**src/rtl/u16u8_pkg.sv**
```systemverilog
// Shared types and constants for the UTF-16 to UTF-8 transcoder.
// No dependencies; imported by every module of the block.
package u16u8_pkg;

    localparam int CAP_W       = 9;
    localparam int UNITS_W     = 6;
    localparam int MAX_RESULTS = 5;
    localparam int Q_DEPTH     = 4;
    localparam int Q_AW        = $clog2(Q_DEPTH);
    localparam int Q_CW        = $clog2(Q_DEPTH + 1);

    localparam logic [8:0]  CAP_RESET   = 9'd64;
    localparam logic [5:0]  UNITS_RESET = 6'd31;

    localparam logic [15:0] HI_FIRST  = 16'hD800;
    localparam logic [15:0] HI_LAST   = 16'hDBFF;
    localparam logic [15:0] LO_FIRST  = 16'hDC00;
    localparam logic [15:0] LO_LAST   = 16'hDFFF;
    localparam logic [20:0] SUPP_BASE = 21'h10000;
    localparam logic [20:0] CTRL_END  = 21'h20;
    localparam logic [20:0] DEL_CHAR  = 21'h7F;
    localparam logic [20:0] QMARK_CP  = 21'h3F;
    localparam logic [7:0]  QMARK     = 8'h3F;

    localparam logic [1:0] ST_OK       = 2'd0;
    localparam logic [1:0] ST_REJECTED = 2'd1;
    localparam logic [1:0] ST_NO_BYTES = 2'd2;

    localparam logic [0:0] REG_OUT_CAPACITY = 1'b0;
    localparam logic [0:0] REG_MAX_UNITS    = 1'b1;

    typedef struct packed {
        logic [15:0] code_unit;
        logic [15:0] string_length;
        logic        last_unit;
    } t_unit_item;

    typedef struct packed {
        logic [7:0] out_byte;
        logic       end_of_string;
        logic [1:0] status;
    } t_result_item;

    typedef struct packed {
        logic [2:0]       len;
        logic [3:0][7:0]  bytes;
    } t_seq;

    typedef struct packed {
        logic [2:0]                          count;
        t_result_item [MAX_RESULTS-1:0]      items;
    } t_bundle;

    typedef struct packed {
        logic    valid;
        t_bundle bundle;
    } t_q_head;

    function automatic t_seq encode_point(input logic [20:0] cp);
        t_seq s;
        s.bytes = '0;
        if (cp < 21'h80) begin
            s.len      = 3'd1;
            s.bytes[0] = (cp < CTRL_END || cp == DEL_CHAR) ? QMARK : cp[7:0];
        end else if (cp < 21'h800) begin
            s.len      = 3'd2;
            s.bytes[0] = {3'b110, cp[10:6]};
            s.bytes[1] = {2'b10, cp[5:0]};
        end else if (cp < SUPP_BASE) begin
            s.len      = 3'd3;
            s.bytes[0] = {4'b1110, cp[15:12]};
            s.bytes[1] = {2'b10, cp[11:6]};
            s.bytes[2] = {2'b10, cp[5:0]};
        end else begin
            s.len      = 3'd4;
            s.bytes[0] = {5'b11110, cp[20:18]};
            s.bytes[1] = {2'b10, cp[17:12]};
            s.bytes[2] = {2'b10, cp[11:6]};
            s.bytes[3] = {2'b10, cp[5:0]};
        end
        return s;
    endfunction

endpackage

```
**src/rtl/utf16_to_utf8_transcoder_unit.sv**
```systemverilog
// UTF-16 to UTF-8 transcoder, top level: APB registers, front end, queue, serializer.
// Depends on u16u8_pkg, u16u8_front, u16u8_queue, u16u8_back.
//
// One UTF-16 code unit is taken per cycle while full is low; each unit turns
// into zero to five results (UTF-8 bytes and, on the last unit, a zero
// terminator with status) that leave one per cycle through the pop side
// while pop is high, so results set the sustained rate. The front end
// decides each unit's bytes combinationally and parks them as a bundle in a
// four-entry queue; the byte serializer behind it loads the bundle and sets
// the output rate. Registers: out_capacity at 0x0, max_units at 0x4; write
// them only while the block is idle.
module utf16_to_utf8_transcoder_unit #(
    parameter int MAX_UNITS_LIMIT = 63,
    parameter int CAPACITY_LIMIT  = 256
) (
    input  logic                    i_clk,
    input  logic                    i_rst_n,
    input  logic                    push,
    output logic                    full,
    input  u16u8_pkg::t_unit_item   i_unit,
    input  logic                    pop,
    output logic                    empty,
    output u16u8_pkg::t_result_item o_result,
    input  logic                    psel,
    input  logic                    penable,
    input  logic                    pwrite,
    input  logic [2:0]              paddr,
    input  logic [31:0]             pwdata,
    output logic [31:0]             prdata,
    output logic                    pready
);
    import u16u8_pkg::*;

    logic [CAP_W-1:0]   r_out_capacity;
    logic [UNITS_W-1:0] r_max_units;
    logic               cfg_wr, accept, q_wr, q_rd;
    t_bundle            bundle;
    t_q_head            head;

    assign pready = 1'b1;
    assign cfg_wr = psel && penable && pwrite;

    always_ff @(posedge i_clk) begin
        if (!i_rst_n) begin
            r_out_capacity <= CAP_RESET;
            r_max_units    <= UNITS_RESET;
        end else if (cfg_wr) begin
            unique case (paddr[2:2])
                REG_OUT_CAPACITY: r_out_capacity <= pwdata[CAP_W-1:0];
                REG_MAX_UNITS:    r_max_units    <= pwdata[UNITS_W-1:0];
                default: ;
            endcase
        end
    end

    always_comb begin
        unique case (paddr[2:2])
            REG_OUT_CAPACITY: prdata = {{(32-CAP_W){1'b0}}, r_out_capacity};
            REG_MAX_UNITS:    prdata = {{(32-UNITS_W){1'b0}}, r_max_units};
            default:          prdata = '0;
        endcase
    end

    assign accept = push && !full;

    u16u8_front #(
        .MAX_UNITS_LIMIT (MAX_UNITS_LIMIT),
        .CAPACITY_LIMIT  (CAPACITY_LIMIT)
    ) u_front (
        .i_clk          (i_clk),
        .i_rst_n        (i_rst_n),
        .i_accept       (accept),
        .i_unit         (i_unit),
        .i_out_capacity (r_out_capacity),
        .i_max_units    (r_max_units),
        .o_wr           (q_wr),
        .o_bundle       (bundle)
    );

    u16u8_queue u_queue (
        .i_clk    (i_clk),
        .i_rst_n  (i_rst_n),
        .i_wr     (q_wr),
        .i_bundle (bundle),
        .i_rd     (q_rd),
        .o_full   (full),
        .o_head   (head)
    );

    u16u8_back u_back (
        .i_clk    (i_clk),
        .i_rst_n  (i_rst_n),
        .i_head   (head),
        .o_rd     (q_rd),
        .i_pop    (pop),
        .o_empty  (empty),
        .o_result (o_result)
    );

endmodule

```
**src/rtl/u16u8_front.sv**
```systemverilog
// Front end: accepts code units, tracks per-string state, builds result bundles.
// Depends on u16u8_pkg.
module u16u8_front #(
    parameter int MAX_UNITS_LIMIT = 63,
    parameter int CAPACITY_LIMIT  = 256
) (
    input  logic                       i_clk,
    input  logic                       i_rst_n,
    input  logic                       i_accept,
    input  u16u8_pkg::t_unit_item      i_unit,
    input  logic [u16u8_pkg::CAP_W-1:0]   i_out_capacity,
    input  logic [u16u8_pkg::UNITS_W-1:0] i_max_units,
    output logic                       o_wr,
    output u16u8_pkg::t_bundle         o_bundle
);
    import u16u8_pkg::*;

    localparam int CAP_MAXV   = (1 << CAP_W) - 1;
    localparam int UNITS_MAXV = (1 << UNITS_W) - 1;
    localparam logic [CAP_W-1:0] CAP_CLAMP =
        (CAPACITY_LIMIT > CAP_MAXV) ? CAP_W'(CAP_MAXV) : CAP_W'(CAPACITY_LIMIT);
    localparam logic [UNITS_W-1:0] UNITS_CLAMP =
        (MAX_UNITS_LIMIT > UNITS_MAXV) ? UNITS_W'(UNITS_MAXV) : UNITS_W'(MAX_UNITS_LIMIT);

    logic [15:0]      r_pend_hi,  n_pend_hi;
    logic             r_pend_vld, n_pend_vld;
    logic [CAP_W-1:0] r_bw,       n_bw;
    logic             r_start,    n_start;
    logic             r_rej,      n_rej;
    logic             r_stop,     n_stop;

    logic [CAP_W-1:0]   cap;
    logic [UNITS_W-1:0] lim;
    logic               rej, active, is_hi, is_lo, pair, hold;
    logic               do1, do2, stop1, stop2;
    t_seq               seq1, seq2;
    logic [CAP_W:0]     sum1, sum2;
    logic [CAP_W-1:0]   bw1, bw2;
    logic [2:0]         n1, n2, rel;
    logic [20:0]        pair_cp;
    logic [1:0]         st;
    t_bundle            bundle;

    always_comb begin
        cap = (i_out_capacity > CAP_CLAMP) ? CAP_CLAMP : i_out_capacity;
        lim = (i_max_units > UNITS_CLAMP) ? UNITS_CLAMP : i_max_units;
        rej = r_start ? (i_unit.string_length == 16'd0 ||
                         i_unit.string_length > {{(16-UNITS_W){1'b0}}, lim}) : r_rej;
        active = !rej && !r_stop;
        is_hi  = i_unit.code_unit >= HI_FIRST && i_unit.code_unit <= HI_LAST;
        is_lo  = i_unit.code_unit >= LO_FIRST && i_unit.code_unit <= LO_LAST;
        pair   = r_pend_vld && is_lo;
        pair_cp = SUPP_BASE + 21'({r_pend_hi[9:0], i_unit.code_unit[9:0]});

        seq1  = encode_point(pair ? pair_cp : QMARK_CP);
        do1   = active && r_pend_vld;
        sum1  = {1'b0, r_bw} + {{(CAP_W-2){1'b0}}, seq1.len};
        stop1 = do1 && (sum1 >= {1'b0, cap});
        n1    = (do1 && !stop1) ? seq1.len : 3'd0;
        bw1   = (do1 && !stop1) ? sum1[CAP_W-1:0] : r_bw;

        hold  = active && !pair && !stop1 && is_hi && !i_unit.last_unit;
        seq2  = encode_point(is_lo ? QMARK_CP : {5'd0, i_unit.code_unit});
        do2   = active && !pair && !stop1 && !hold;
        sum2  = {1'b0, bw1} + {{(CAP_W-2){1'b0}}, seq2.len};
        stop2 = do2 && (sum2 >= {1'b0, cap});
        n2    = (do2 && !stop2) ? seq2.len : 3'd0;
        bw2   = (do2 && !stop2) ? sum2[CAP_W-1:0] : bw1;

        if (rej) begin
            st = ST_REJECTED;
        end else if (bw2 == '0) begin
            st = ST_NO_BYTES;
        end else begin
            st = ST_OK;
        end

        bundle.count = n1 + n2 + {2'd0, i_unit.last_unit};
        for (int k = 0; k < MAX_RESULTS; k++) begin
            rel = 3'(k) - n1;
            bundle.items[k].end_of_string = 1'b0;
            bundle.items[k].status        = ST_OK;
            if (3'(k) < n1) begin
                bundle.items[k].out_byte = seq1.bytes[k[1:0]];
            end else if (rel < n2) begin
                bundle.items[k].out_byte = seq2.bytes[rel[1:0]];
            end else begin
                bundle.items[k].out_byte      = 8'd0;
                bundle.items[k].end_of_string = 1'b1;
                bundle.items[k].status        = st;
            end
        end
    end

    always_comb begin
        n_pend_hi  = r_pend_hi;
        n_pend_vld = r_pend_vld;
        n_bw       = r_bw;
        n_start    = r_start;
        n_rej      = r_rej;
        n_stop     = r_stop;
        if (i_accept) begin
            if (i_unit.last_unit) begin
                n_pend_vld = 1'b0;
                n_bw       = '0;
                n_start    = 1'b1;
                n_rej      = 1'b0;
                n_stop     = 1'b0;
            end else begin
                n_start = 1'b0;
                n_rej   = rej;
                n_stop  = r_stop || stop1 || stop2;
                n_bw    = bw2;
                if (hold) begin
                    n_pend_vld = 1'b1;
                    n_pend_hi  = i_unit.code_unit;
                end else if (do1) begin
                    n_pend_vld = 1'b0;
                end
            end
        end
    end

    always_ff @(posedge i_clk) begin
        r_pend_hi <= n_pend_hi;
        if (!i_rst_n) begin
            r_pend_vld <= 1'b0;
            r_bw       <= '0;
            r_start    <= 1'b1;
            r_rej      <= 1'b0;
            r_stop     <= 1'b0;
        end else begin
            r_pend_vld <= n_pend_vld;
            r_bw       <= n_bw;
            r_start    <= n_start;
            r_rej      <= n_rej;
            r_stop     <= n_stop;
        end
    end

    assign o_wr     = i_accept && (bundle.count != 3'd0);
    assign o_bundle = bundle;

endmodule

```
**src/rtl/u16u8_queue.sv**
```systemverilog
// Short bundle queue between the front end and the byte serializer.
// Depends on u16u8_pkg.
module u16u8_queue (
    input  logic                 i_clk,
    input  logic                 i_rst_n,
    input  logic                 i_wr,
    input  u16u8_pkg::t_bundle   i_bundle,
    input  logic                 i_rd,
    output logic                 o_full,
    output u16u8_pkg::t_q_head   o_head
);
    import u16u8_pkg::*;

    t_bundle         r_mem [Q_DEPTH];
    logic [Q_AW-1:0] r_wr_ptr, n_wr_ptr;
    logic [Q_AW-1:0] r_rd_ptr, n_rd_ptr;
    logic [Q_CW-1:0] r_count,  n_count;
    logic            do_wr, do_rd;

    always_comb begin
        do_wr    = i_wr && !o_full;
        do_rd    = i_rd && (r_count != '0);
        n_wr_ptr = do_wr ? r_wr_ptr + 1'b1 : r_wr_ptr;
        n_rd_ptr = do_rd ? r_rd_ptr + 1'b1 : r_rd_ptr;
        n_count  = r_count + Q_CW'(do_wr) - Q_CW'(do_rd);
    end

    always_ff @(posedge i_clk) begin
        if (do_wr) begin
            r_mem[r_wr_ptr] <= i_bundle;
        end
        if (!i_rst_n) begin
            r_wr_ptr <= '0;
            r_rd_ptr <= '0;
            r_count  <= '0;
        end else begin
            r_wr_ptr <= n_wr_ptr;
            r_rd_ptr <= n_rd_ptr;
            r_count  <= n_count;
        end
    end

    assign o_full        = (r_count == Q_CW'(Q_DEPTH));
    assign o_head.valid  = (r_count != '0);
    assign o_head.bundle = r_mem[r_rd_ptr];

endmodule

```
**src/rtl/u16u8_back.sv**
```systemverilog
// Back end: takes bundles from the queue and hands out one result per transaction.
// Depends on u16u8_pkg.
module u16u8_back (
    input  logic                   i_clk,
    input  logic                   i_rst_n,
    input  u16u8_pkg::t_q_head     i_head,
    output logic                   o_rd,
    input  logic                   i_pop,
    output logic                   o_empty,
    output u16u8_pkg::t_result_item o_result
);
    import u16u8_pkg::*;

    t_bundle    r_cur;
    logic       r_busy, n_busy;
    logic [2:0] r_idx,  n_idx;
    logic       taken, done_cur, load;

    always_comb begin
        taken    = i_pop && r_busy;
        done_cur = taken && (r_idx == r_cur.count - 3'd1);
        load     = i_head.valid && (!r_busy || done_cur);
        n_busy   = load ? 1'b1 : (done_cur ? 1'b0 : r_busy);
        if (load || done_cur) begin
            n_idx = '0;
        end else if (taken) begin
            n_idx = r_idx + 3'd1;
        end else begin
            n_idx = r_idx;
        end
    end

    always_ff @(posedge i_clk) begin
        if (load) begin
            r_cur <= i_head.bundle;
        end
        if (!i_rst_n) begin
            r_busy <= 1'b0;
            r_idx  <= '0;
        end else begin
            r_busy <= n_busy;
            r_idx  <= n_idx;
        end
    end

    assign o_rd     = load;
    assign o_empty  = !r_busy;
    assign o_result = r_cur.items[r_idx];

endmodule

```
**config.mk**
```make
export PLATFORM = sky130hd
export DESIGN_NAME = utf16_to_utf8_transcoder_unit
export DESIGN_NICKNAME = d
export VERILOG_FILES = /design/src/rtl/u16u8_pkg.sv /design/src/rtl/utf16_to_utf8_transcoder_unit.sv /design/src/rtl/u16u8_front.sv /design/src/rtl/u16u8_queue.sv /design/src/rtl/u16u8_back.sv
export SDC_FILE = /design/constraint.sdc
export NUM_CORES = 1
export LEC_CHECK = 0
export ABC_AREA = 1
export BUFFER_PORTS_ARGS = -buffer_cell sky130_fd_sc_hd__buf_2
export CAP_MARGIN = 5
export CELL_PAD_IN_SITES_DETAIL_PLACEMENT = 2
export CELL_PAD_IN_SITES_GLOBAL_PLACEMENT = 2
export CORE_ASPECT_RATIO = 0.9
export CORE_MARGIN = 2
export CORE_UTILIZATION = 35
export DETAILED_ROUTE_END_ITERATION = 16
export PLACE_DENSITY = 0.77
export SLEW_MARGIN = 20
export SYNTH_ARGS = -nofsm -noshare
export SYNTH_HDL_FRONTEND = slang
export SYNTH_SLANG_ARGS = --single-unit
```
**constraint.sdc**
```tcl
create_clock -name i_clk -period 11.32 [get_ports i_clk]
set_input_delay 0.566 -clock i_clk [delete_from_list [all_inputs] [get_ports i_clk]]
set_output_delay 0.566 -clock i_clk [all_outputs]
set_load 0.005 [all_outputs]
```
==> out/results.md, run 1 <==
* completed — result of the run
* 339 — clock sinks
* 0.06 ns — clock transition at the registers of the reported paths
* 205.2 nW/um^2 — power per cell area
* 5 — 1st-pass router iterations
* 89.64% — final critical-path share of the clock period
* 790 — starting DRC count in detailed routing
* 0 — setup repair bufs after CTS
* 9.876 um^2 — Syn Area/Cell
* sky130_fd_sc_hd__nand2_1 — Top cell by count, worst path
* 98.55 MHz — achievable clock frequency
* 21.05% — worst max-slew margin expressed relative to the limit
* 35.24% — initial cell density of the core
* 1,902 — Total Nets Final
* 38 — number of CTS-inserted buffers
* 35 — crit path max fanout
* flop — crit start category
* 1.172 ns — Worst-Margin Slew
* 0.57 ns — clock insertion delay at the later pin of the skew report
* 89 — maximum number of pins on one net before global-route repair
* 0 — detailed-route DRC error count
* 23.40 um — routed wirelength normalized by instance count
* 71 — IO Port Bufs
* 0 — Synth warnings
* 0.54 ns — CP max stage delay
* 47,640 um^2 — Std-Cell Core Area
* 13.55% — area growth from synthesis to layout
* reg2reg — CP Class
* 10.15 ns — post-layout min period
* 300 — number of enable flip-flop cells after synthesis
* flop — CP Capture Type
* 0 — setup violators final
* 19,060 um^2 — finished layout cell area
* 49,740 um^2 — Die Footprint
* 11.10% — share of post-route cells with drive strength above 1
* 211.8 um — Die H
* 2,357 — total placed cells including tap cells
* 22.86% — all-layer global routing usage
* 59 — unique cell type count in the Yosys netlist
* 0.8828 — weighted congestion at the end of routability-driven global placement
* 0 — total grt overflow
* 2 — H-tree lvl count
* met4 — highest layer used for signal routing
* 11.56 ns — Req. time, crit path
* 56,740 um — total length of routed wires
* 0.01391 ns — final clock skew
* 0 — max-slew violation count
* 339 — register bit total from synthesis
* 25,370 um — Routed met1 length
* no — unrepaired setup endpoints after global routing
* 7.546 nW — leakage
* 40.02% — Final Core Density
* 0 ns — post-route setup TNS
* 3 — Longest Clk Path Bufs
* 5.372 — DR vias/cell
* sky130_fd_sc_hd__nor3_4 — slowest stage cell on the critical path
* 0.1380 mV — peak supply drop
* 0 — quantity of gates resized following cts
* 38,910 um — post-DP HPWL
* 13.03k — via count
* 0 — total inserted antenna cells
* 17,880 um^2 — total cell area at the placement stage
* 10.39 ns — data arrival at the endpoint of the critical path
* 86,770 um — first-pass GRT wire length
* 27,770 um — amount of wire on met2 after detailed routing
* 121 — Top-Level Pins
* built — TritonCTS clock tree
* 1,700 — number of instances in the synthesized netlist
* sky130_fd_sc_hd__edfxtp_1 — most used flip-flop cell after synthesis
* 58.31% — part of the Yosys area used for sequential elements
* in2reg — kind of path behind the tightest hold check
* 2 — initial antenna violation count
* sky130_fd_sc_hd__clkbuf_16 — Root Driver
* 0 — endpoints failing hold
* 0 — number of hold buffers added after cts
* 0 — Max-Cap Viols
* 76 — number of placement rows
* 0% — fraction of synthesis flops using an asynchronous set or reset pin
* 0 — residual antenna-violating net count after detailed routing
* 2322 um — met3 routed wirelength
* 234.9 um — width of the die
* 2,425 — non-filler cells in the finished layout
* 16,790 um^2 — cell area after synthesis
* 14.21k — vias in the first global route
Yosys cell counts, types with 4 or more instances:
| library cell | count | area share, % |
|---|---|---|
| sky130_fd_sc_hd__dfxtp_1 | 39 | 4.7 |
| sky130_fd_sc_hd__nand4_1 | 24 | 0.89 |
| sky130_fd_sc_hd__nor2_1 | 219 | 4.9 |
| sky130_fd_sc_hd__buf_4 | 24 | 1.1 |
| sky130_fd_sc_hd__o21ai_0 | 224 | 6.7 |
| sky130_fd_sc_hd__nand3_1 | 37 | 1.1 |
| sky130_fd_sc_hd__inv_2 | 4 | 0.089 |
| sky130_fd_sc_hd__nor2_4 | 4 | 0.27 |
| sky130_fd_sc_hd__nand3_2 | 6 | 0.36 |
| sky130_fd_sc_hd__clkinv_1 | 6 | 0.13 |
| sky130_fd_sc_hd__inv_1 | 174 | 3.9 |
| sky130_fd_sc_hd__clkbuf_1 | 63 | 1.4 |
| sky130_fd_sc_hd__xnor2_1 | 4 | 0.21 |
| sky130_fd_sc_hd__ha_1 | 50 | 3.7 |
| sky130_fd_sc_hd__o22ai_1 | 76 | 2.8 |
| sky130_fd_sc_hd__nand3_4 | 4 | 0.42 |
| sky130_fd_sc_hd__fa_1 | 4 | 0.48 |
| sky130_fd_sc_hd__o211ai_1 | 6 | 0.27 |
| sky130_fd_sc_hd__a21oi_1 | 73 | 2.2 |
| sky130_fd_sc_hd__buf_6 | 5 | 0.34 |
| sky130_fd_sc_hd__xor2_1 | 5 | 0.26 |
| sky130_fd_sc_hd__nand2_1 | 251 | 5.6 |
| sky130_fd_sc_hd__o31ai_1 | 6 | 0.27 |
| sky130_fd_sc_hd__o21ai_1 | 7 | 0.21 |
| sky130_fd_sc_hd__nand2_2 | 8 | 0.30 |
| sky130_fd_sc_hd__nor4_1 | 11 | 0.41 |
| sky130_fd_sc_hd__a221o_1 | 11 | 0.66 |
| sky130_fd_sc_hd__nor3_1 | 8 | 0.24 |
| sky130_fd_sc_hd__edfxtp_1 | 300 | 54 |
placed cells by master (no fill, tap or decap), types with 4 or more instances in the layout:
| cell type | Yosys | layout |
|---|---|---|
| sky130_fd_sc_hd__a21oi_1 | 73 | 73 |
| sky130_fd_sc_hd__a221o_1 | 11 | 11 |
| sky130_fd_sc_hd__buf_12 | 0 | 6 |
| sky130_fd_sc_hd__buf_2 | 2 | 71 |
| sky130_fd_sc_hd__buf_4 | 24 | 24 |
| sky130_fd_sc_hd__clkbuf_1 | 63 | 11 |
| sky130_fd_sc_hd__clkbuf_16 | 0 | 39 |
| sky130_fd_sc_hd__clkinv_1 | 6 | 12 |
| sky130_fd_sc_hd__clkinv_2 | 0 | 7 |
| sky130_fd_sc_hd__conb_1 | 2 | 28 |
| sky130_fd_sc_hd__dfxtp_1 | 39 | 37 |
| sky130_fd_sc_hd__edfxtp_1 | 300 | 300 |
| sky130_fd_sc_hd__fa_1 | 4 | 4 |
| sky130_fd_sc_hd__ha_1 | 50 | 50 |
| sky130_fd_sc_hd__inv_1 | 174 | 174 |
| sky130_fd_sc_hd__nand2_1 | 251 | 251 |
| sky130_fd_sc_hd__nand2_2 | 8 | 8 |
| sky130_fd_sc_hd__nand3_1 | 37 | 37 |
| sky130_fd_sc_hd__nand3_2 | 6 | 6 |
| sky130_fd_sc_hd__nand3_4 | 4 | 4 |
| sky130_fd_sc_hd__nand4_1 | 24 | 24 |
| sky130_fd_sc_hd__nor2_1 | 219 | 214 |
| sky130_fd_sc_hd__nor2_4 | 4 | 9 |
| sky130_fd_sc_hd__nor3_1 | 8 | 8 |
| sky130_fd_sc_hd__nor4_1 | 11 | 11 |
| sky130_fd_sc_hd__o211ai_1 | 6 | 6 |
| sky130_fd_sc_hd__o21ai_0 | 224 | 223 |
| sky130_fd_sc_hd__o21ai_1 | 7 | 8 |
| sky130_fd_sc_hd__o22ai_1 | 76 | 76 |
| sky130_fd_sc_hd__o31ai_1 | 6 | 6 |
| sky130_fd_sc_hd__xnor2_1 | 4 | 4 |
| sky130_fd_sc_hd__xor2_1 | 5 | 5 |
final timing paths:
path	start	end	slack, ns	cells past startpoint
worst min register to register	u_front.r_stop$_SDFFE_PN0P_	u_front.r_stop$_SDFFE_PN0P_	0.50	2
worst max register to register	u_front.r_pend_hi[6]$_DFFE_PP_	u_queue.r_mem[3][17]$_DFFE_PP_	1.17	53
worst max-delay path	u_front.r_pend_hi[6]$_DFFE_PP_	u_queue.r_mem[3][17]$_DFFE_PP_	1.17	53
worst min-delay path	i_unit[23]	u_front.r_pend_hi[6]$_DFFE_PP_	0.20	1
power breakdown:
| part | total, mW | switching [mW] | leakage [nW] | internal [mW] |
|---|---|---|---|---|
| combinational | 0.948 | 0.680 | 3.77 | 0.268 |
| clock | 1.21 | 0.518 | 0.576 | 0.689 |
| sequential | 1.76 | 0.106 | 3.19 | 1.65 |
sequential cells by signal, summed over array words and instances (netlist names), 3 cells and up:
signal / count
u_queue.r_mem: 232
u_back.r_cur: 58
r_out_capacity: 9
u_front.r_pend_hi: 10
u_front.r_bw: 9
u_queue.r_count: 3
u_back.r_idx: 3
r_max_units: 6
worst max-delay path: cells and delay by family, from the launching register on:
family,cells,cell delay (ns)
compound gates,7,1.38
fa+ha+maj,9,2.66
buf+inv,9,0.89
flops,1,0.46
simple gates,28,4.37
layout make-up:
cell class | instances | area, um^2
fill | 5130 | 28580
sequential | 339 | 9794
multi-input combinational | 1109 | 5962
clock buffer | 51 | 1031
tap | 624 | 780.7
inverter | 184 | 691.9
timing repair buffer | 101 | 655.6
clock inverter | 17 | 148.9
logic make-up (layout without fill, tap and decap cells):
family / count (synthesis) / after routing / synth area share, %
AND/OR/NAND/NOR: 588 / 588 / 15.47
AO/OA/AOI/OAI: 427 / 427 / 14.34
flip-flops: 339 / 339 / 58.31
buffers and inverters: 278 / 353 / 6.990
adder cells (fa/ha/maj): 54 / 54 / 4.203
XOR/XNOR: 9 / 9 / 0.4695
multiplexers: 3 / 3 / 0.1789
other: 2 / 28 / 0.04473
per-stage QoR:
step	setup WS (ns)	hold slack [ns]	power, mW
after floorplan	0.3752	0.4453	2.328
after global placement	1.072	0.4551	2.633
after detailed placement	0.8477	0.4926	2.729
after CTS	1.071	0.1734	3.959
after global routing	0.1854	0.1920	4.113
final	1.173	0.1978	3.911
layer usage:
| metal | track usage, % | vias to the layer above |
|---|---|---|
| met3 | 3.390 | 71 |
| li1 | - | 6044 |
| met4 | 6.373 | 0 |
| met2 | 39.40 | 260 |
| met1 | 30.04 | 6651 |
| met5 | 0 | - |
No activity file was read; power rests on OpenSTA's default activity.
==> run 2, diff against run 1 <==
Settings changed: ABC_AREA 1 to 0, CORE_UTILIZATION 35 to 38.
==> out/results.md, run 2 <==
* 0.2556 ns — Worst Hold Margin, +0.05783 ns
* reg2reg — CP Class
* 2 — H-tree lvl count, unchanged
* 12.44k — vias in the first global route, -12%
* 71 — IO Port Bufs, unchanged
* sky130_fd_sc_hd__edfxtp_1 — dominant cell by count in the synthesized netlist
* 2548 um — met3 routed wirelength, +9.7%
* 10.67 ns — post-layout min period, +0.5259 ns
* u_queue.r_mem — register ranked first by flip-flop count
* 0.04724 ns — final clock skew, +0.03332 ns
* 7 — 1st-pass router iterations, +2
* 11.75 ns — Req. time, crit path, +0.19 ns
* met4 — highest layer used for signal routing
* 0 — Max-Cap Viols, unchanged
* 16,720 um^2 — cell area after synthesis, -0.42%
* 93.70 MHz — achievable clock frequency, -4.9%
* u_front.r_pend_hi[6]$_DFFE_PP_ — worst setup path startpoint
* pwdata[6] — startpoint of the most critical hold path
* built — TritonCTS clock tree
* 0 — number of hold buffers added after cts, unchanged
* 0% — fraction of synthesis flops using an asynchronous set or reset pin, unchanged
* 0 — max-slew violation count, unchanged
* 38 — number of CTS-inserted buffers, unchanged
* sky130_fd_sc_hd__ha_1 — Top cell by count, worst path
* 5.784 — DR vias/cell, +7.7%
* u_front.r_pend_hi[6]$_DFFE_PP_ — origin of the critical flop-to-flop path
* 339 — clock sinks, unchanged
* 300 x sky130_fd_sc_hd__edfxtp_1, 140 x sky130_fd_sc_hd__nand2_1, 80 x sky130_fd_sc_hd__o21ai_0 — commonest cells in the synthesized netlist
* 52,460 um — total length of routed wires, -7.5%
* 7 — crit path max fanout, -80%
* 13.00 um^2 — Syn Area/Cell, +32%
* 193.6 nW/um^2 — power per cell area, -5.6%
* 53.88% — fraction of synthesized cell area taken by the top area cell type, +0.23 points
* 121 — Top-Level Pins, unchanged
* 36,690 um — post-DP HPWL, -5.7%
* 0.8747 — weighted congestion at the end of routability-driven global placement, -0.92%
* 1,511 — Total Nets Final, -21%
* 0.9515 ns — Worst-Margin Slew, -0.2204 ns
* sky130_fd_sc_hd__edfxtp_1 — cell type with the largest total area after synthesis
* 3 — Longest Clk Path Bufs, unchanged
* 3.699 mW — Tot Pwr, -5.4%
* flop — CP Capture Type
* u_queue.r_mem (232), u_back.r_cur (58), u_front.r_pend_hi (10) — biggest regs
* 0.06 ns — clock transition at the registers of the reported paths, about the same
* 20.14% — share of post-route cells with drive strength above 1, +9.0 points
* sky130_fd_sc_hd__edfxtp_1 — slowest stage cell on the critical path
* 0 — Synth warnings, unchanged
* sky130_fd_sc_hd__clkbuf_16 — Root Driver
* 0 — setup violators final, unchanged
* 38.66% — initial cell density of the core, +3.4 points
* 72 — number of placement rows, -5.3%
* sky130_fd_sc_hd__edfxtp_1 54%, sky130_fd_sc_hd__mux4_2 9.3%, sky130_fd_sc_hd__dfxtp_1 4.7% — top area cells in the synthesized netlist
* 339 — register bit total from synthesis, unchanged
* 0.49 ns — CP max stage delay, -0.05 ns
* sky130_fd_sc_hd__edfxtp_1 — most used flip-flop cell after synthesis
* 26,030 um — amount of wire on met2 after detailed routing, -6.3%
* 6.903 nW — leakage, -8.5%
* 0.1426 mV — peak supply drop, +3.4%
* 23.20% — all-layer global routing usage, +0.33 points
* 0 ns — post-route setup TNS, unchanged
* 0 — detailed-route DRC error count, unchanged
* 86 — unique cell type count in the Yosys netlist, +46%
* 45,690 um^2 — Die Footprint, -8.1%
* 225.1 um — width of the die, -4.2%
* 26.75 um — routed wirelength normalized by instance count, +14%
* 11.34k — via count, -13%
* 300 x sky130_fd_sc_hd__edfxtp_1, 140 x sky130_fd_sc_hd__nand2_1, 77 x sky130_fd_sc_hd__o21ai_0 — commonest cells after routing, fill and taps aside
* 0.57 ns — clock insertion delay at the later pin of the skew report, about the same
* 300 — number of enable flip-flop cells after synthesis, unchanged
* in2reg — kind of path behind the tightest hold check
* 43,240 um^2 — Std-Cell Core Area, -9.2%
* 94.28% — final critical-path share of the clock period, +4.6 points
* flop — crit start category
* 0 — total grt overflow, unchanged
* 22,530 um — Routed met1 length, -11%
* 0 — residual antenna-violating net count after detailed routing, unchanged
* 4,265 — count of filler cells inserted in the layout, -17%
* 58.55% — part of the Yosys area used for sequential elements, +0.25 points
* 1,286 — number of instances in the synthesized netlist, -24%
* no — unrepaired setup endpoints after global routing
* 0 — endpoints failing hold, unchanged
* 232 — flip-flop count of the largest register after layout, unchanged
* sky130_fd_sc_hd__edfxtp_1 — most common cell after layout, fill and taps aside
* 1 — initial antenna violation count, -1
* 35.90% — worst max-slew margin expressed relative to the limit, +15 points
* 62 — maximum number of pins on one net before global-route repair, -30%
* 79,410 um — first-pass GRT wire length, -8.5%
* 871 — starting DRC count in detailed routing, +10%
* 11.10 ns — data arrival at the endpoint of the critical path, +0.71 ns
* 203.0 um — Die H, -4.2%
* 14.26% — area growth from synthesis to layout
* completed — result of the run
## run 2: cell count changes in the layout (fill, tap and decap cells not counted), moves of 14 or more
cell / before / now
sky130_fd_sc_hd__nor2_1: 214 / 66
sky130_fd_sc_hd__o21ai_0: 223 / 77
sky130_fd_sc_hd__inv_1: 174 / 59
sky130_fd_sc_hd__nand2_1: 251 / 140
sky130_fd_sc_hd__mux4_2: 0 / 69
sky130_fd_sc_hd__o22ai_1: 76 / 15
sky130_fd_sc_hd__a21oi_1: 73 / 47
sky130_fd_sc_hd__xnor2_1: 4 / 25
sky130_fd_sc_hd__nor2b_1: 0 / 19
sky130_fd_sc_hd__nand3_1: 37 / 20
sky130_fd_sc_hd__buf_4: 24 / 39
sky130_fd_sc_hd__mux2i_1: 3 / 18
sky130_fd_sc_hd__a31oi_1: 1 / 15
## run 2: what timing repair did
item,CTS,global route
resized for setup,0,8
setup endpoints to repair,0,265
buffers inserted,0,5
## run 2: through the flow
| stage | setup WS [ns] | std cells | cell area [um^2] | utilization, % |
|---|---|---|---|---|
| 2_1_floorplan | 0.8648 | 1312 | 16820 | - |
| 3_3_place_gp | 0.6809 | 1890 | 17790 | 41.15 |
| 3_5_place_dp | 0.3021 | 1890 | 17790 | 41.15 |
| 4_1_cts | 0.1630 | 1953 | 18990 | 43.93 |
| 5_1_grt | 0.04376 | 1960 | 19100 | 44.17 |
| 6_report | 0.6474 | 1961 | 19100 | 44.18 |
## run 2: layout make-up
| class | count | area (um^2) | share of cell area (%) |
|---|---|---|---|
| diodes | 1 | 2.502 | 0.01310 |
| clock buffers | 48 | 1010 | 5.286 |
| clock inverters | 15 | 191.4 | 1.002 |
| flip-flops and latches | 339 | 9794 | 51.27 |
| multi-input cells | 823 | 6384 | 33.42 |
| repair buffers | 117 | 789.5 | 4.133 |
| well taps | 555 | 694.4 | 3.635 |
| inverters | 63 | 236.5 | 1.238 |
## run 2: worst max-delay path, delay by kind of cell, from the launching register on
family                   cells  cell delay, ns
AO/OA/AOI/OAI               16            3.45
flip-flops                   1            0.49
adder cells (fa/ha/maj)      9            2.96
AND/OR/NAND/NOR             10            1.66
multiplexers                 1            0.29
XOR/XNOR                     5            1.10
buffers and inverters        4            0.60
## run 2: logic make-up after synthesis
kind of cell / count (synthesis) / synth area share, %
compound gates: 253 / 9.797
xor+xnor: 36 / 1.886
fa+ha+maj: 54 / 4.221
buf+inv: 150 / 4.064
flops: 339 / 58.55
mux: 97 / 11.07
other cells: 2 / 0.04492
simple gates: 355 / 10.37
## run 2: worst paths after layout
kind / cells past startpoint / slack [ns] / end
worst max-delay path: 45 / 0.65 / u_queue.r_count[2]$_SDFF_PN0_
worst min register to register: 2 / 0.49 / r_out_capacity[7]$_SDFFE_PN0P_
worst max register to register: 45 / 0.65 / u_queue.r_count[2]$_SDFF_PN0_
worst min-delay path: 3 / 0.26 / r_out_capacity[6]$_SDFFE_PN1P_
## run 2: where the power goes
part           internal (mW)  switching, mW
registers               1.64         0.0863
logic                  0.314          0.438
clock network          0.723          0.502
total                   2.67           1.03
## run 2: layer usage
metal	vias to the layer above	global-route usage, %
met1	5919	30.64
met4	0	6.623
met2	314	39.79
li1	5021	-
met5	-	0
met3	88	3.372
==> run 3, diff against run 2 <==
Settings changed: PLACE_DENSITY 0.77 to 0.75.
==> out/results.md, run 3 (synthesis results as in run 2) <==
* completed — result of the run
* 194.1 nW/um^2 — power per cell area, +0.24%
* 0.1208 mV — peak supply drop, -15%
* 52,630 um — total length of routed wires, +0.33%
* 7 — crit path max fanout, unchanged
* flop — crit start category
* compound AO/OA/AOI/OAI gates — cell family with the largest share of critical-path delay
* 23.48% — all-layer global routing usage, +0.28 points
* sky130_fd_sc_hd__ha_1 — Top cell by count, worst path
* 26.83 um — routed wirelength normalized by instance count, +0.28%
* 0 — max-slew violation count, unchanged
* 727 — starting DRC count in detailed routing, -17%
* 0.8584 — weighted congestion at the end of routability-driven global placement, -1.9%
* 0.78 ns — reg-to-reg slack, setup, +0.13 ns
* 46.9% — share of total power in sequential cells, +0.3 points
* 45,690 um^2 — Die Footprint, unchanged
* 225.1 um — width of the die, unchanged
* 11.76 ns — Req. time, crit path, about the same
* 27.94% — switching fraction of total power, +0.21 points
* 1.033 mW — P_sw, +0.74%
* 1 — initial antenna violation count, unchanged
* 0 — endpoints failing hold, unchanged
* 2.665 mW — internal power of the cells, -0.33%
* 339 — clock sinks, unchanged
* 0.7792 ns — Final Worst Setup Slack, +0.1318 ns
* 36,880 um — post-DP HPWL, +0.53%
* 232 — flip-flop count of the largest register after layout, unchanged
* 80,030 um — first-pass GRT wire length, +0.79%
* 20.06% — share of post-route cells with drive strength above 1, -0.085 points
* 0 — total grt overflow, unchanged
* 0 — residual antenna-violating net count after detailed routing, unchanged
* 93.12% — final critical-path share of the clock period, -1.2 points
* in2reg — kind of path behind the tightest hold check
* 2 — H-tree lvl count, unchanged
* 94.87 MHz — achievable clock frequency, +1.3%
* 33.5% — share of total power in the clock network, +0.4 points
* 0 ns — post-route setup TNS, unchanged
* 3 — Longest Clk Path Bufs, unchanged
* flop — CP Capture Type
* 19.6% — part of the power in combinational logic, -0.7 points
* 0 — setup violators final, unchanged
* 10.98 ns — data arrival at the endpoint of the critical path, -0.12 ns
* 0 — detailed-route DRC error count, unchanged
* 0.56 ns — clock insertion delay at the later pin of the skew report, about the same
* u_queue.r_mem — register ranked first by flip-flop count
* 0.9832 ns — Worst-Margin Slew, +0.03169 ns
* 6.877 nW — leakage, -0.39%
* 61 — maximum number of pins on one net before global-route repair, -1.6%
* 4 — number of buffers and inverters on the critical path, unchanged
* 11.21k — via count, -1.1%
* 38.66% — initial cell density of the core, unchanged
* built — TritonCTS clock tree
* sky130_fd_sc_hd__fa_1 — slowest stage cell on the critical path
* 0.03381 ns — final clock skew, -0.01343 ns
* 72 — number of placement rows, unchanged
* 121 — Top-Level Pins, unchanged
* 71 — IO Port Bufs, unchanged
* 0.51 ns — CP max stage delay, +0.02 ns
* 10.54 ns — post-layout min period, -0.1318 ns
* 1,507 — Total Nets Final, -0.26%
* 12.42k — vias in the first global route, -0.12%
* sky130_fd_sc_hd__clkbuf_16 — Root Driver
* 5.715 — DR vias/cell, -1.2%
* 0.6006 ns — minimum setup slack after placement, +0.2984 ns
* sky130_fd_sc_hd__edfxtp_1 — most common cell after layout, fill and taps aside
* 300 x sky130_fd_sc_hd__edfxtp_1, 140 x sky130_fd_sc_hd__nand2_1, 78 x sky130_fd_sc_hd__o21ai_0 — commonest cells after routing, fill and taps aside
* reg2reg — CP Class
* 43,240 um^2 — Std-Cell Core Area, unchanged
* 4 — 1st-pass router iterations, -3
* 34.46% — worst max-slew margin expressed relative to the limit, -1.4 points
* 37 — number of CTS-inserted buffers, -2.6%
* 0 — Max-Cap Viols, unchanged
* 0.06 ns — clock transition at the registers of the reported paths, about the same
* no — unrepaired setup endpoints after global routing
* 13.95% — area growth from synthesis to layout
* u_queue.r_mem (232), u_back.r_cur (58), u_front.r_pend_hi (10) — biggest regs
* 0 — number of hold buffers added after cts, unchanged
* 203.0 um — Die H, unchanged
==> run 3: changes by cell type in the layout (fill, tap and decap cells not counted), moves of 2 or more <==
| cell | change |
|---|---|
| sky130_fd_sc_hd__clkbuf_8 | +3 |
| sky130_fd_sc_hd__clkbuf_16 | -3 |
| sky130_fd_sc_hd__clkbuf_1 | -6 |
| sky130_fd_sc_hd__clkinvlp_4 | +2 |
| sky130_fd_sc_hd__clkinv_1 | +7 |
==> run 3: path summary, 6_finish.rpt <==
kind	start	endpoint	cells past startpoint
max reg2reg	u_front.r_pend_hi[6]$_DFFE_PP_	u_queue.r_count[2]$_SDFF_PN0_	42
min reg2reg	u_front.r_start$_SDFFE_PN1P_	u_front.r_start$_SDFFE_PN1P_	2
min	pwdata[6]	r_out_capacity[6]$_SDFFE_PN1P_	3
max	u_front.r_pend_hi[6]$_DFFE_PP_	u_queue.r_count[2]$_SDFF_PN0_	42
==> run 3: metrics by stage <==
stage / instances / hold WS, ns / area (um^2) / total power [mW] / util [%]
6_report: 1962 / 0.2403 / 19050 / 3.698 / 44.06
3_5_place_dp: 1892 / 0.4781 / 17810 / 2.500 / 41.18
2_1_floorplan: 1312 / 0.4309 / 16820 / 2.197 / -
5_1_grt: 1961 / 0.2508 / 19050 / 3.855 / 44.05
3_3_place_gp: 1892 / 0.4711 / 17810 / 2.416 / 41.18
4_1_cts: 1959 / 0.2250 / 19030 / 3.748 / 44.00
==> run 3: worst register-to-register path, delay by kind of cell (launching register included) <==
kind / cells / cell delay [ns]
flops: 1 / 0.49
fa+ha+maj: 10 / 3.50
buf+inv: 4 / 0.46
simple gates: 9 / 1.34
xor+xnor: 3 / 0.62
compound gates: 16 / 4.03
==> run 3: repair_timing <==
item,CTS,global route
gates resized for setup,0,4
endpoints found under the setup margin,0,286
setup buffers,0,2
==> run 3: area by class of cell <==
cell class | instances | area, um^2
fillers | 4226 | 24190
flip-flops and latches | 339 | 9794
multi-input cells | 823 | 6375
clock buffers | 44 | 1003
repair buffers | 114 | 728.2
well taps | 555 | 694.4
inverters | 63 | 236.5
clock inverters | 23 | 216.5
diodes | 1 | 2.502
==> run 3: power groups by stage <==
stage                     Clock, mW  Sequential (mW)  Combinational, mW
final                          1.24             1.73              0.726
after global routing           1.31             1.75              0.792
after CTS                      1.27             1.74              0.742
after detailed placement          0             1.76              0.736
after global placement            0             1.73              0.684
after floorplan                   0             1.70              0.496
==> run 3: per-layer routing <==
metal	global-route usage, %	share of wire (%)
met5	0	0
met4	6.575	2.5
met3	4.067	4.5
met2	39.93	49
met1	30.93	44
